===== config.mk =====
export PLATFORM = sky130hd
export DESIGN_NAME = bfm_queue
export DESIGN_NICKNAME = d
export VERILOG_FILES = /design/src/hdl/bfm_pkg.sv /design/src/hdl/bfm_queue.sv
export SDC_FILE = /design/constraint.sdc
export NUM_CORES = 1
export LEC_CHECK = 0
export BUFFER_PORTS_ARGS = -buffer_cell sky130_fd_sc_hd__buf_2
export CORE_UTILIZATION = 61
export DETAILED_ROUTE_END_ITERATION = 16
export PLACE_DENSITY_LB_ADDON = 0.2
export SYNTH_ARGS = -nofsm -noshare
export SYNTH_HDL_FRONTEND = slang
export SYNTH_SLANG_ARGS = --single-unit

===== constraint.sdc =====
create_clock -name clock -period 5.4 [get_ports clock]
set_input_delay 0.54 -clock clock [delete_from_list [all_inputs] [get_ports clock]]
set_output_delay 0.54 -clock clock [all_outputs]
set_load 0.05 [all_outputs]

===== src/hdl/bfm_pkg.sv =====
// shared types, constants and helpers for the 3x3 mirrored box filter
`default_nettype none

package bfm_pkg;

   localparam int MAX_WIDTH    = 1024;
   localparam int HEIGHT_LIMIT = 1024;
   localparam int RING_ROWS    = 3;
   localparam int DIM_W        = 11;
   localparam int COL_W        = $clog2(MAX_WIDTH);
   localparam int ROW_W        = $clog2(HEIGHT_LIMIT) + 1;
   localparam int OUT_ROW_W    = $clog2(HEIGHT_LIMIT);
   localparam int BANK_W       = $clog2(RING_ROWS);
   localparam int PIX_W        = 8;
   localparam int COLSUM_W     = PIX_W + 2;
   localparam int SUM_W        = COLSUM_W + 2;
   localparam int CSR_IDX_W    = 1;

   localparam logic [DIM_W-1:0] WIDTH_RESET  = DIM_W'(320);
   localparam logic [DIM_W-1:0] HEIGHT_RESET = DIM_W'(320);
   localparam logic [DIM_W-1:0] DIM_MIN      = DIM_W'(3);
   localparam logic [DIM_W-1:0] WIDTH_MAX    = DIM_W'(MAX_WIDTH);
   localparam logic [DIM_W-1:0] HEIGHT_MAX   = DIM_W'(HEIGHT_LIMIT);

   localparam logic [CSR_IDX_W-1:0] REG_IMAGE_WIDTH  = CSR_IDX_W'(0);
   localparam logic [CSR_IDX_W-1:0] REG_IMAGE_HEIGHT = CSR_IDX_W'(1);

   localparam logic [1:0] WGT_NONE   = 2'd0;
   localparam logic [1:0] WGT_SINGLE = 2'd1;
   localparam logic [1:0] WGT_DOUBLE = 2'd2;

   // floor(s / 9) == (s * 7282) >> 16 for every s below 2296
   localparam int              DIV9_MUL_W = 13;
   localparam int              DIV9_SHIFT = 16;
   localparam logic [DIV9_MUL_W-1:0] DIV9_MUL = DIV9_MUL_W'(7282);

   typedef struct packed {
      logic             cmd;
      logic [PIX_W-1:0] pixel_in;
   } req_type;

   typedef struct packed {
      logic [PIX_W-1:0] pixel_out;
      logic             frame_last;
   } rsp_type;

   typedef struct packed {
      logic                          wr_en;
      logic [BANK_W-1:0]             wr_bank;
      logic [COL_W-1:0]              wr_addr;
      logic [PIX_W-1:0]              wr_data;
      logic                          emit;
      logic                          first;
      logic [COL_W-1:0]              rd_col;
      logic [RING_ROWS-1:0][1:0]     wgt;
      logic                          last;
   } cmd_type;

   function automatic logic [DIM_W-1:0] clamp_dim(input logic [DIM_W-1:0] v,
                                                  input logic [DIM_W-1:0] hi);
      logic [DIM_W-1:0] r;
      r = v;
      if (v < DIM_MIN) r = DIM_MIN;
      if (v > hi) r = hi;
      return r;
   endfunction

   function automatic logic [PIX_W-1:0] div9(input logic [SUM_W-1:0] s);
      logic [SUM_W+DIV9_MUL_W-1:0] p;
      p = (SUM_W + DIV9_MUL_W)'(s) * (SUM_W + DIV9_MUL_W)'(DIV9_MUL);
      return p[DIV9_SHIFT +: PIX_W];
   endfunction

   function automatic logic [BANK_W-1:0] bank_step(input logic [BANK_W-1:0] b);
      logic [BANK_W-1:0] r;
      if (b == BANK_W'(RING_ROWS - 1)) r = '0;
      else r = b + BANK_W'(1);
      return r;
   endfunction

endpackage

`default_nettype wire


===== src/hdl/bfm_queue.sv =====
// four-entry command queue between front and back
`default_nettype none

module bfm_queue import bfm_pkg::*; (
   input  wire logic    clock,
   input  wire logic    reset,
   input  wire logic    push,
   input  wire cmd_type push_data,
   output logic         full,
   input  wire logic    pop,
   output logic         not_empty,
   output cmd_type      pop_data
);

   localparam int DEPTH = 4;
   localparam int PTR_W = $clog2(DEPTH);

   cmd_type            entry_ff [DEPTH];
   logic [PTR_W-1:0]   wptr_ff, wptr_in, rptr_ff, rptr_in;
   logic [PTR_W:0]     count_ff, count_in;
   logic               do_push, do_pop;

   assign full      = count_ff == (PTR_W + 1)'(DEPTH);
   assign not_empty = count_ff != '0;
   assign do_push   = push && !full;
   assign do_pop    = pop && not_empty;
   assign pop_data  = entry_ff[rptr_ff];

   always_comb begin
      wptr_in  = do_push ? wptr_ff + PTR_W'(1) : wptr_ff;
      rptr_in  = do_pop ? rptr_ff + PTR_W'(1) : rptr_ff;
      count_in = count_ff;
      if (do_push && !do_pop) count_in = count_ff + (PTR_W + 1)'(1);
      if (!do_push && do_pop) count_in = count_ff - (PTR_W + 1)'(1);
   end

   always_ff @(posedge clock) begin
      if (do_push) entry_ff[wptr_ff] <= push_data;
   end

   always_ff @(posedge clock) begin
      if (reset) begin
         wptr_ff  <= '0;
         rptr_ff  <= '0;
         count_ff <= '0;
      end else begin
         wptr_ff  <= wptr_in;
         rptr_ff  <= rptr_in;
         count_ff <= count_in;
      end
   end

endmodule

`default_nettype wire


==> results.py <==
metrics = {
    "timing": {
        "skew_ps": 10.9,
        "slew-limit-headroom_pct": 27.2,
        "fin_setup_tns_ps": 0,
        "slew_violations": 0,
        "final_critical_path_time_including_i_o_delays_and_setup_ps": 2820,
        "tightestPinTransition_ps": 1090,
        "final_setup_margin_ps": 2580,
        "final_min_period_over_clock_period_pct": 52.2,
        "hold_violations": 0,
        "setup_viols_final": 0,
        "rsz0062_at_grt": "false",
        "achievable-frequency_mhz": 355,
    },
    "finish": {
        "mostFrequentLayoutCell": "edfxtp_1",
        "final_standard_cell_utilization_of_the_core_pct": 74.3,
        "instances_no_fill": 501,
        "layout_common_cells": "edfxtp_1, buf_2, mux4_2",
        "drive_gt1_share_pct": 42.9,
        "p_r_area_growth_vs_syn_pct": 16.5,
        "antenna_cells_inserted": 0,
        "nets": 405,
        "fillers": 567,
    },
    "floorplanning": {
        "top_ports": 86,
        "floorplan.die_area_um2": 10700,
        "rows": 36,
        "fp.dieW_um": 104,
        "die_y_um": 104,
        "floorplan.initialDensity_pct": 63.8,
        "core_region_area_um2": 9860,
    },
    "pwr": {
        "irDropWorstVdd_mv": 0.360,
        "power_per_cell_area_nw_per_um2": 534,
        "power.total_mw": 3.91,
        "power_leakage_nw": 2.49,
    },
    "setup_path": {
        "timing.critical_path.arrival_ps": 2280,
        "cp.required_ps": 4860,
        "cp-start-kind": "register",
        "reg2reg_depth": 3,
        "r2r_start": "count_ff[0]",
        "critical_r2r_capture": "entry_ff[3][13]",
        "cp_max_fo": 40,
        "setup.worst_path.end_class": "output port",
        "critical_path_class": "reg -> out",
        "reg2reg_setup_slack_ps": 3190,
    },
    "grt": {
        "overall_fraction_of_global_route_tracks_in_use_pct": 21.4,
        "overflow": 0,
        "antenna_found_initial": 0,
        "maximum_number_of_pins_on_one_net_before_global_route_repair": 41,
        "grt_pass1_vias": 3051,
        "wire_length_of_the_first_global_routing_pass_um": 16400,
    },
    "synthesis": {
        "ys_seq_elements": 169,
        "synth_area_per_cell_um2": 24.1,
        "synthesis.area_um2": 6290,
        "yosysUniqueCellTypes": 22,
        "ys_seq_area_share_pct": 79.2,
        "ys.warnings.count": 0,
        "syn-instance-count": 261,
        "synthesis.nets": 311,
    },
    "cts": {
        "cts.sink_count": 169,
        "ctsHoldBuffers": 0,
        "clkSlewWorstSetupHoldPaths_ps": 60,
        "cts-resized-gates": 0,
        "clock_insertion_delay_at_the_later_pin_of_the_skew_report_ps": 520,
        "h_tree_depth": 4,
        "cts_buffer_depth": 2,
        "cts_buffers": 17,
        "cts_root_buf": "clkbuf_8",
        "post-cts-setup-buffers": 0,
        "cts_tree": "built",
    },
    "routing": {
        "detail_routed_via_count_per_cell": 5.66,
        "routed-via-count": 2835,
        "totalWireLength_um": 10400,
        "remaining_drc_errors": 0,
        "drt-initial-drc-count": 131,
        "drt.antenna.violating_nets": 0,
        "detail_route.first_pass.iterations": 4,
        "post_drt_wl_per_cell_um": 20.7,
    },
    "hold_path": {
        "worst_hold_startpoint": "push_data[12]",
        "worst_hold_path.endpoint": "entry_ff[2][12]",
        "tightest_hold_check_type": "in -> reg",
        "hold_path_depth": 1,
    },
    "place": {
        "globalplace.congestion": 0.643,
        "numPortBuffers": 85,
        "placed_cells_incl_taps": 469,
        "dpl_worst_slack_ps": 3000,
        "detailedPlacementHpwl_um": 5690,
    },
    "run_status": {
        "outcome": "finished, final reports clean",
    },
    "flow_run": {
        "drv.max_cap_violation_count": 0,
    },
}
## report_power, final
group / internal [mW] / switching [mW] / leakage, nW / total, mW
clock network: 0.669 / 0.448 / 0.263 / 1.12
registers: 1.57 / 0.139 / 1.54 / 1.71
logic: 0.361 / 0.724 / 0.680 / 1.09
total: 2.60 / 1.31 / 2.49 / 3.91
## kinds of logic after synthesis
kind of cell | share of synthesized area, %
XOR/XNOR | 0.557
multiplexers | 14.5
adder cells (fa/ha/maj) | 1.31
flip-flops | 79.2
buffers and inverters | 2.25
AO/OA/AOI/OAI | 0.676
AND/OR/NAND/NOR | 1.51
## worst max-delay path by stage
stage,from,to,slack (ps),depth (start not counted)
final,register,pop_data[17],2580,2
after floorplan,count_ff[2],count_ff[2],2770,9
after CTS,register,pop_data[17],2470,2
after global placement,register,pop_data[17],3060,2
after global routing,register,pop_data[17],2390,2
after detailed placement,push,entry_ff[3][35],3000,4
## synthesized netlist by cell type, drive strengths merged
| cell | count | area (um^2) |
|---|---|---|
| or3 | 3 | 18.8 |
| fa | 1 | 20.0 |
| o21ai | 2 | 10.0 |
| o311ai | 1 | 8.76 |
| xnor2 | 1 | 8.76 |
| buf | 10 | 115 |
| mux4 | 40 | 901 |
| nor3b | 1 | 12.5 |
| nor2 | 7 | 26.3 |
| and2 | 4 | 25.0 |
| xor2 | 3 | 26.3 |
| nand2b | 2 | 12.5 |
| mux2i | 1 | 10.0 |
| ha | 5 | 62.6 |
| inv | 7 | 26.3 |
| o31a | 1 | 8.76 |
| a21oi | 3 | 15.0 |
| edfxtp | 160 | 4800 |
| dfxtp | 9 | 180 |
## metrics by stage
stage	area, um^2	hold slack [ps]
final	7330	234
after global routing	7330	207
after CTS	7330	205
after detailed placement	6780	509
after global placement	6780	504
after floorplan	6290	482
## metal layers
layer / up-vias / part of all wire [%] / GRT usage (%)
met5: - / 0 / 0
met4: 0 / 1.1 / 7.87
met3: 12 / 4.4 / 6.42
met2: 96 / 54 / 36.0
met1: 1456 / 41 / 26.5
li1: 1271 / - / -
## registers in the layout (all words and copies together) (netlist names), named ones only
register / flops
entry_ff: 160
count_ff: 3
rptr_ff: 2
wptr_ff: 2
## layout make-up
| type | instances | area, um^2 | area share [%] |
|---|---|---|---|
| Clock buffer | 24 | 450 | 6.15 |
| Clock inverter | 8 | 98.8 | 1.35 |
| Inverter | 7 | 26.3 | 0.359 |
| Multi-Input combinational cell | 75 | 1170 | 16.0 |
| Sequential cell | 169 | 4990 | 68.1 |
| Tap cell | 133 | 166 | 2.27 |
| Timing Repair Buffer | 85 | 425 | 5.81 |
## worst max-delay path, stage by stage (launching register included)
cell	delay, ps
dfxtp_4	870
mux4_2	640
buf_2	240
No activity file was read; power rests on OpenSTA's default activity.
