## src/hdl/bfm_pkg.sv

```systemverilog
// shared types, constants and helpers for the 3x3 mirrored box filter
`default_nettype none

package bfm_pkg;

   localparam int MAX_WIDTH    = 1024;
   localparam int HEIGHT_LIMIT = 1024;
   localparam int RING_ROWS    = 3;
   localparam int DIM_W        = 11;
   localparam int COL_W        = $clog2(MAX_WIDTH);
   localparam int ROW_W        = $clog2(HEIGHT_LIMIT) + 1;
   localparam int OUT_ROW_W    = $clog2(HEIGHT_LIMIT);
   localparam int BANK_W       = $clog2(RING_ROWS);
   localparam int PIX_W        = 8;
   localparam int COLSUM_W     = PIX_W + 2;
   localparam int SUM_W        = COLSUM_W + 2;
   localparam int CSR_IDX_W    = 1;

   localparam logic [DIM_W-1:0] WIDTH_RESET  = DIM_W'(320);
   localparam logic [DIM_W-1:0] HEIGHT_RESET = DIM_W'(320);
   localparam logic [DIM_W-1:0] DIM_MIN      = DIM_W'(3);
   localparam logic [DIM_W-1:0] WIDTH_MAX    = DIM_W'(MAX_WIDTH);
   localparam logic [DIM_W-1:0] HEIGHT_MAX   = DIM_W'(HEIGHT_LIMIT);

   localparam logic [CSR_IDX_W-1:0] REG_IMAGE_WIDTH  = CSR_IDX_W'(0);
   localparam logic [CSR_IDX_W-1:0] REG_IMAGE_HEIGHT = CSR_IDX_W'(1);

   localparam logic [1:0] WGT_NONE   = 2'd0;
   localparam logic [1:0] WGT_SINGLE = 2'd1;
   localparam logic [1:0] WGT_DOUBLE = 2'd2;

   // floor(s / 9) == (s * 7282) >> 16 for every s below 2296
   localparam int              DIV9_MUL_W = 13;
   localparam int              DIV9_SHIFT = 16;
   localparam logic [DIV9_MUL_W-1:0] DIV9_MUL = DIV9_MUL_W'(7282);

   typedef struct packed {
      logic             cmd;
      logic [PIX_W-1:0] pixel_in;
   } req_type;

   typedef struct packed {
      logic [PIX_W-1:0] pixel_out;
      logic             frame_last;
   } rsp_type;

   typedef struct packed {
      logic                          wr_en;
      logic [BANK_W-1:0]             wr_bank;
      logic [COL_W-1:0]              wr_addr;
      logic [PIX_W-1:0]              wr_data;
      logic                          emit;
      logic                          first;
      logic [COL_W-1:0]              rd_col;
      logic [RING_ROWS-1:0][1:0]     wgt;
      logic                          last;
   } cmd_type;

   function automatic logic [DIM_W-1:0] clamp_dim(input logic [DIM_W-1:0] v,
                                                  input logic [DIM_W-1:0] hi);
      logic [DIM_W-1:0] r;
      r = v;
      if (v < DIM_MIN) r = DIM_MIN;
      if (v > hi) r = hi;
      return r;
   endfunction

   function automatic logic [PIX_W-1:0] div9(input logic [SUM_W-1:0] s);
      logic [SUM_W+DIV9_MUL_W-1:0] p;
      p = (SUM_W + DIV9_MUL_W)'(s) * (SUM_W + DIV9_MUL_W)'(DIV9_MUL);
      return p[DIV9_SHIFT +: PIX_W];
   endfunction

   function automatic logic [BANK_W-1:0] bank_step(input logic [BANK_W-1:0] b);
      logic [BANK_W-1:0] r;
      if (b == BANK_W'(RING_ROWS - 1)) r = '0;
      else r = b + BANK_W'(1);
      return r;
   endfunction

endpackage

`default_nettype wire

```

## src/hdl/bfm_front.sv

```systemverilog
// front end: geometry registers, stream counters and per-beat classification
`default_nettype none

module bfm_front import bfm_pkg::*; (
   input  wire logic                 clock,
   input  wire logic                 reset,
   input  wire logic                 csr_wr_en,
   input  wire logic [CSR_IDX_W-1:0] csr_index,
   input  wire logic [DIM_W-1:0]     csr_wdata,
   input  wire logic                 req_valid,
   output logic                      req_stall,
   input  wire req_type              req_data,
   input  wire logic                 q_full,
   output logic                      q_push,
   output cmd_type                   q_data
);

   logic [DIM_W-1:0]     w_ff, w_in, h_ff, h_in;
   logic [COL_W-1:0]     in_col_ff, in_col_in;
   logic [ROW_W-1:0]     in_row_ff, in_row_in;
   logic [BANK_W-1:0]    in_bank_ff, in_bank_in;
   logic [COL_W-1:0]     out_col_ff, out_col_in;
   logic [OUT_ROW_W-1:0] out_row_ff, out_row_in;
   logic [BANK_W-1:0]    out_bank_ff, out_bank_in;

   logic accept, in_frame, active, emit, col_wrap, out_last_col, out_last_row, last;
   logic [BANK_W-1:0] nb, pb;

   assign req_stall = q_full;
   assign accept    = req_valid && !req_stall;
   assign in_frame  = in_row_ff < ROW_W'(h_ff);
   assign active    = accept && !(in_frame && req_data.cmd);
   assign emit      = (in_row_ff >= ROW_W'(2)) || (in_row_ff == ROW_W'(1) && in_col_ff != '0);
   assign col_wrap  = (DIM_W'(in_col_ff) + DIM_W'(1)) >= w_ff;
   assign out_last_col = (DIM_W'(out_col_ff) + DIM_W'(1)) >= w_ff;
   assign out_last_row = (DIM_W'(out_row_ff) + DIM_W'(1)) >= h_ff;
   assign last      = out_last_col && out_last_row;
   assign nb        = bank_step(out_bank_ff);
   assign pb        = bank_step(nb);

   always_comb begin
      q_push          = active;
      q_data.wr_en    = in_frame;
      q_data.wr_bank  = in_bank_ff;
      q_data.wr_addr  = in_col_ff;
      q_data.wr_data  = req_data.pixel_in;
      q_data.emit     = emit;
      q_data.first    = out_col_ff == '0;
      q_data.last     = last;
      if (out_col_ff == '0) begin
         q_data.rd_col = '0;
      end else if (out_last_col) begin
         q_data.rd_col = COL_W'(w_ff - DIM_W'(2));
      end else begin
         q_data.rd_col = out_col_ff + COL_W'(1);
      end
      for (int b = 0; b < RING_ROWS; b++) begin
         if (BANK_W'(b) == out_bank_ff) begin
            q_data.wgt[b] = WGT_SINGLE;
         end else if (BANK_W'(b) == nb) begin
            q_data.wgt[b] = (out_row_ff == '0) ? WGT_DOUBLE :
                            (out_last_row ? WGT_NONE : WGT_SINGLE);
         end else if (BANK_W'(b) == pb) begin
            q_data.wgt[b] = (out_row_ff == '0) ? WGT_NONE :
                            (out_last_row ? WGT_DOUBLE : WGT_SINGLE);
         end else begin
            q_data.wgt[b] = WGT_NONE;
         end
      end
   end

   always_comb begin
      w_in        = w_ff;
      h_in        = h_ff;
      in_col_in   = in_col_ff;
      in_row_in   = in_row_ff;
      in_bank_in  = in_bank_ff;
      out_col_in  = out_col_ff;
      out_row_in  = out_row_ff;
      out_bank_in = out_bank_ff;
      if (csr_wr_en) begin
         case (csr_index)
            REG_IMAGE_WIDTH:  w_in = clamp_dim(csr_wdata, WIDTH_MAX);
            REG_IMAGE_HEIGHT: h_in = clamp_dim(csr_wdata, HEIGHT_MAX);
            default: ;
         endcase
         in_col_in   = '0;
         in_row_in   = '0;
         in_bank_in  = '0;
         out_col_in  = '0;
         out_row_in  = '0;
         out_bank_in = '0;
      end else if (active) begin
         if (col_wrap) begin
            in_col_in  = '0;
            in_row_in  = in_row_ff + ROW_W'(1);
            in_bank_in = bank_step(in_bank_ff);
         end else begin
            in_col_in  = in_col_ff + COL_W'(1);
         end
         if (emit) begin
            if (last) begin
               in_col_in   = '0;
               in_row_in   = '0;
               in_bank_in  = '0;
               out_col_in  = '0;
               out_row_in  = '0;
               out_bank_in = '0;
            end else if (out_last_col) begin
               out_col_in  = '0;
               out_row_in  = out_row_ff + OUT_ROW_W'(1);
               out_bank_in = nb;
            end else begin
               out_col_in  = out_col_ff + COL_W'(1);
            end
         end
      end
   end

   always_ff @(posedge clock) begin
      if (reset) begin
         w_ff        <= WIDTH_RESET;
         h_ff        <= HEIGHT_RESET;
         in_col_ff   <= '0;
         in_row_ff   <= '0;
         in_bank_ff  <= '0;
         out_col_ff  <= '0;
         out_row_ff  <= '0;
         out_bank_ff <= '0;
      end else begin
         w_ff        <= w_in;
         h_ff        <= h_in;
         in_col_ff   <= in_col_in;
         in_row_ff   <= in_row_in;
         in_bank_ff  <= in_bank_in;
         out_col_ff  <= out_col_in;
         out_row_ff  <= out_row_in;
         out_bank_ff <= out_bank_in;
      end
   end

endmodule

`default_nettype wire

```

## config.mk

```make
export PLATFORM = sky130hd
export DESIGN_NAME = bfm_front
export DESIGN_NICKNAME = d
export VERILOG_FILES = /design/src/hdl/bfm_pkg.sv /design/src/hdl/bfm_front.sv
export SDC_FILE = /design/constraint.sdc
export NUM_CORES = 1
export LEC_CHECK = 0
export ABC_AREA = 0
export BUFFER_PORTS_ARGS = -buffer_cell sky130_fd_sc_hd__buf_4
export CAP_MARGIN = 20
export CORE_UTILIZATION = 60
export DETAILED_ROUTE_END_ITERATION = 7
export PLACE_DENSITY = 0.82
export SLEW_MARGIN = 20
export SYNTH_ARGS = -nofsm -noshare
export SYNTH_HDL_FRONTEND = slang
export SYNTH_SLANG_ARGS = --single-unit
```

## constraint.sdc

```tcl
create_clock -name clock -period 5.4 [get_ports clock]
set_input_delay 1.08 -clock clock [delete_from_list [all_inputs] [get_ports clock]]
set_output_delay 1.08 -clock clock [all_outputs]
set_load 0.02 [all_outputs]
```

==> summary.md <==
| Metric | Value |
|---|---|
| Seq/Total Area, Yosys | `27.7%` |
| Crit Path Class | `flip-flop to output pin` |
| Syn_area_per_cell | `slightly below 8 µm²` |
| Synth Area in Compound Gates | `between 10% and 20%` |
| Layout cells sized above 1 | `a little over an eighth` |
| CTS tree | `done` |
| CP arrival | `3.79 ns` |
| Worst setup EP type | `output pin` |
| Fmax achieved | `roughly 0.21 GHz` |
| CP cell instances | `and3_1, and3_1, and3_1, nand3_1, xnor2_1, ha_1, a2111oi_0, o21a_1, a31oi_2, or2_2, mux2i_1, buf_4` |
| Via Count | `4515` |
| Largest area contributor in the netlist | `dfxtp_1` |
| Initial antenna violation count | `0` |
| Mux contribution to synthesized area | `around 1.5%` |
| Synthesized instance count | `608` |
| Flop pwr share | `45.1%` |
| Hold EP | `w_ff[10]$_SDFFE_PP0P_` |
| FFs w/ async S/R, synth | `0%` |
| Vias in the first global route | `4206` |
| Leakage power | `~0.0024 µW` |
| Sw frac | `between 20% and 30%` |
| Die area | `about 8400 µm²` |
| Largest net degree at the start of global routing | `30` |
| Most frequent cells in the layout | `dfxtp_1 (67), nand2_1 (64), nor2_1 (61)` |
| Most common cell after layout, fill and taps aside | `dfxtp_1` |
| Final Setup Violations | `0` |
| Largest family of logic cells by synthesized area | `simple AND/OR/NAND/NOR gates` |
| Antenna-violating nets left | `0` |
| First-pass GRT wire length | `roughly 20 mm` |
| DP Wirelength | `slightly below 9 mm` |
| CP most frequent cell | `and3_1` |
| Hold_buf cts | `0` |
| Wire length per cell | `around 16 µm` |
| Worst-Skew Late Latency | `~0.35 ns` |
| Post_cts resized | `0` |
| Hold wc startpoint | `w_ff[10]$_SDFFE_PP0P_` |
| Buf+Inv Stages, Crit Path | `1` |
| Synthesized area | `4840 µm²` |
| Slowest-stage cell, CP | `dfxtp_1` |
| Reg2Reg Setup Slack | `roughly 1.4 ns` |
| Final hold viol count | `0` |
| Synth Register Bits | `67` |
| VDD IR max | `0.147 mV` |
| PortBufs | `51` |
| Pint | `between 800 and 900 µW` |
| Site row count | `32` |
| Post-CTS Setup Bufs | `0` |
| Max Slew Vio Count | `0` |
| N_diodes | `0` |
| Total core area | `a little under 8000 µm²` |
| Synthesis warning total | `0` |
| Root buffer cell | `clkbuf_8` |
| Clk slew on worst S/H paths | `0.07 ns` |
| Total wire length | `11.9 mm` |
| RSZ-0062 raised after global routing | `false` |
| Final min period | `4.87 ns` |
| Final period util | `about nine tenths` |
| Boundary Pins | `68` |
| Worst-path maximum fanout | `14` |
| Die width | `91.8 µm` |
| GPL Wtd Cong | `0.945` |
| Top cells by area, synth | `dfxtp_1 (28%), ha_1 (14%), nand2_1 (5.0%), nor2_1 (4.7%), a21oi_1 (4.7%)` |
| FF-to-FF End | `out_row_ff[2]$_SDFFE_PP0P_` |
| Worst Hold Class | `flip-flop to flip-flop` |
| Reg2reg start | `out_row_ff[0]$_SDFFE_PP0P_` |
| Htree depth | `3` |
| Combinational share of power | `a little under a tenth` |
| CTS buffer count | `9` |
| Top cell type's share of synthesized area | `between 20 and 30%` |
| DR pass1 iterations | `5` |
| Post-synth EDFFs | `0` |
| Post-Synth Simple-Gate Area | `25.0%` |
| FILL cells | `620` |
| Adder-Cell Fraction of Synth Area | `roughly 14%` |
| Power per cell area | `a little over 200 nW/µm²` |
| Setup_tns | `0 ns` |
| Die height | `about 92 µm` |
| DRC viols | `0` |
| Worst setup SP type | `flip-flop` |
| Starting Density | `between 60% and 70%` |
| FF-to-FF path depth | `12` |
| Final clock skew | `0.00880 ns` |
| Synth Area in XOR/XNOR | `6.52%` |
| Mapped Nets | `687` |
| Area Growth Syn to Fin | `11.8%` |
| Placed insts | `a little over 700` |
| Top_reg_cell synth | `dfxtp_1` |
| Aggregate global-route resource usage | `between 20 and 30%` |
| Largest buffer count on any clock path | `2` |
| DR iter-0 viols | `a little under 200` |
| Area of the multi-input gates | `approximately 3200 µm²` |
| GRT Residual Overflow | `0` |
| Hold path cells | `2` |
| Worst path max stage delay | `around 0.43 ns` |
| Largest delay share family, worst path | `simple AND/OR/NAND/NOR gates` |
| Switching power | `275 µW` |
| Synth unique cells | `65` |
| Worst slew pin tran | `1.05 ns` |
| # Max-Cap Violations | `0` |
| Clock network power share | `roughly 46%` |
| CTS sink cnt | `between 60 and 70` |
| Storage cell area | `~1300 µm²` |
| Critical path required time | `between 4 and 5 ns` |
| Net count, final | `714` |
| Outcome | `finished clean` |
| Max_slew headroom | `between 20 and 30%` |
| Post-Layout Cell Count | `741` |
| Vias/cell | `between 6 and 7` |
==> synthesized netlist by cell type, types with 12 or more instances <==
master    number
nand2_1       64
nand3_1       25
ha_1          53
xor2_1        16
nor2b_1       16
and3_1        17
xnor2_1       20
dfxtp_1       67
clkbuf_1      19
a21oi_1       45
nor2_1        61
o21ai_0       22
buf_4         12
inv_1         35
==> power by group through the flow <==
stage | sequential, µW | combinational [µW] | clock, µW
after floorplan | 515 | 79.5 | 0
after global placement | 517 | 98.3 | 0
after detailed placement | 517 | 101 | 0
after CTS | 506 | 102 | 511
after global routing | 506 | 113 | 539
final | 506 | 103 | 512
==> worst min-delay path, cell delays in order, from the launching register on <==
cell and delay [ns]:
dfxtp_1 0.31, nand2_1 0.05, a21oi_1 0.05
==> metrics by stage <==
step	power (µW)	setup WS [ns]	hold WS (ns)	utilization (%)	instance area (µm²)
after floorplan	595	1.15	0.435	-	4840
after global placement	615	1.11	0.447	66.5	5170
after detailed placement	618	0.949	0.448	66.5	5170
after CTS	1120	0.562	0.458	69.6	5410
after global routing	1160	0.288	0.475	69.6	5410
final	1120	0.533	0.459	69.6	5410
==> final cells by class <==
type / instances / area share [%]
sequential: 67 / 24.8
clock buffer: 9 / 2.29
inverter: 35 / 2.43
clock inverter: 6 / 2.13
multi-input combinational: 469 / 58.6
tap: 102 / 2.36
timing repair buffer: 53 / 7.36
==> layer usage <==
layer	up-vias	global-route usage (%)	share of wire, %
li1	2186	-	-
met5	-	0	0
met1	2120	39.4	45
met4	0	10.7	2.3
met3	28	5.64	6.9
met2	181	48.1	46
==> cell families after synthesis <==
family / count (synthesis)
AND/OR/NAND/NOR: 242
AO/OA/AOI/OAI: 131
buffers and inverters: 72
flip-flops: 67
adder cells (fa/ha/maj): 53
XOR/XNOR: 36
multiplexers: 7
==> worst max path at each step <==
stage	depth (start not counted)	slack, ns	to	startpoint
after floorplan	12	1.15	q_data[5]	out_row_ff[0]$_SDFFE_PP0P_
after global placement	12	1.11	q_data[5]	out_row_ff[0]$_SDFFE_PP0P_
after detailed placement	12	0.95	q_data[5]	out_row_ff[0]$_SDFFE_PP0P_
after CTS	12	0.56	q_data[5]	out_row_ff[0]$_SDFFE_PP0P_
after global routing	12	0.29	q_data[5]	out_row_ff[0]$_SDFFE_PP0P_
final	12	0.53	q_data[5]	out_row_ff[0]$_SDFFE_PP0P_
==> state kept, by name, summed over array words and instances (netlist names) <==
| name | cells |
|---|---|
| h_ff | 11 |
| in_row_ff | 11 |
| w_ff | 11 |
| in_col_ff | 10 |
| out_col_ff | 10 |
| out_row_ff | 10 |
| in_bank_ff | 2 |
| out_bank_ff | 2 |
No activity file was read; power rests on OpenSTA's default activity.
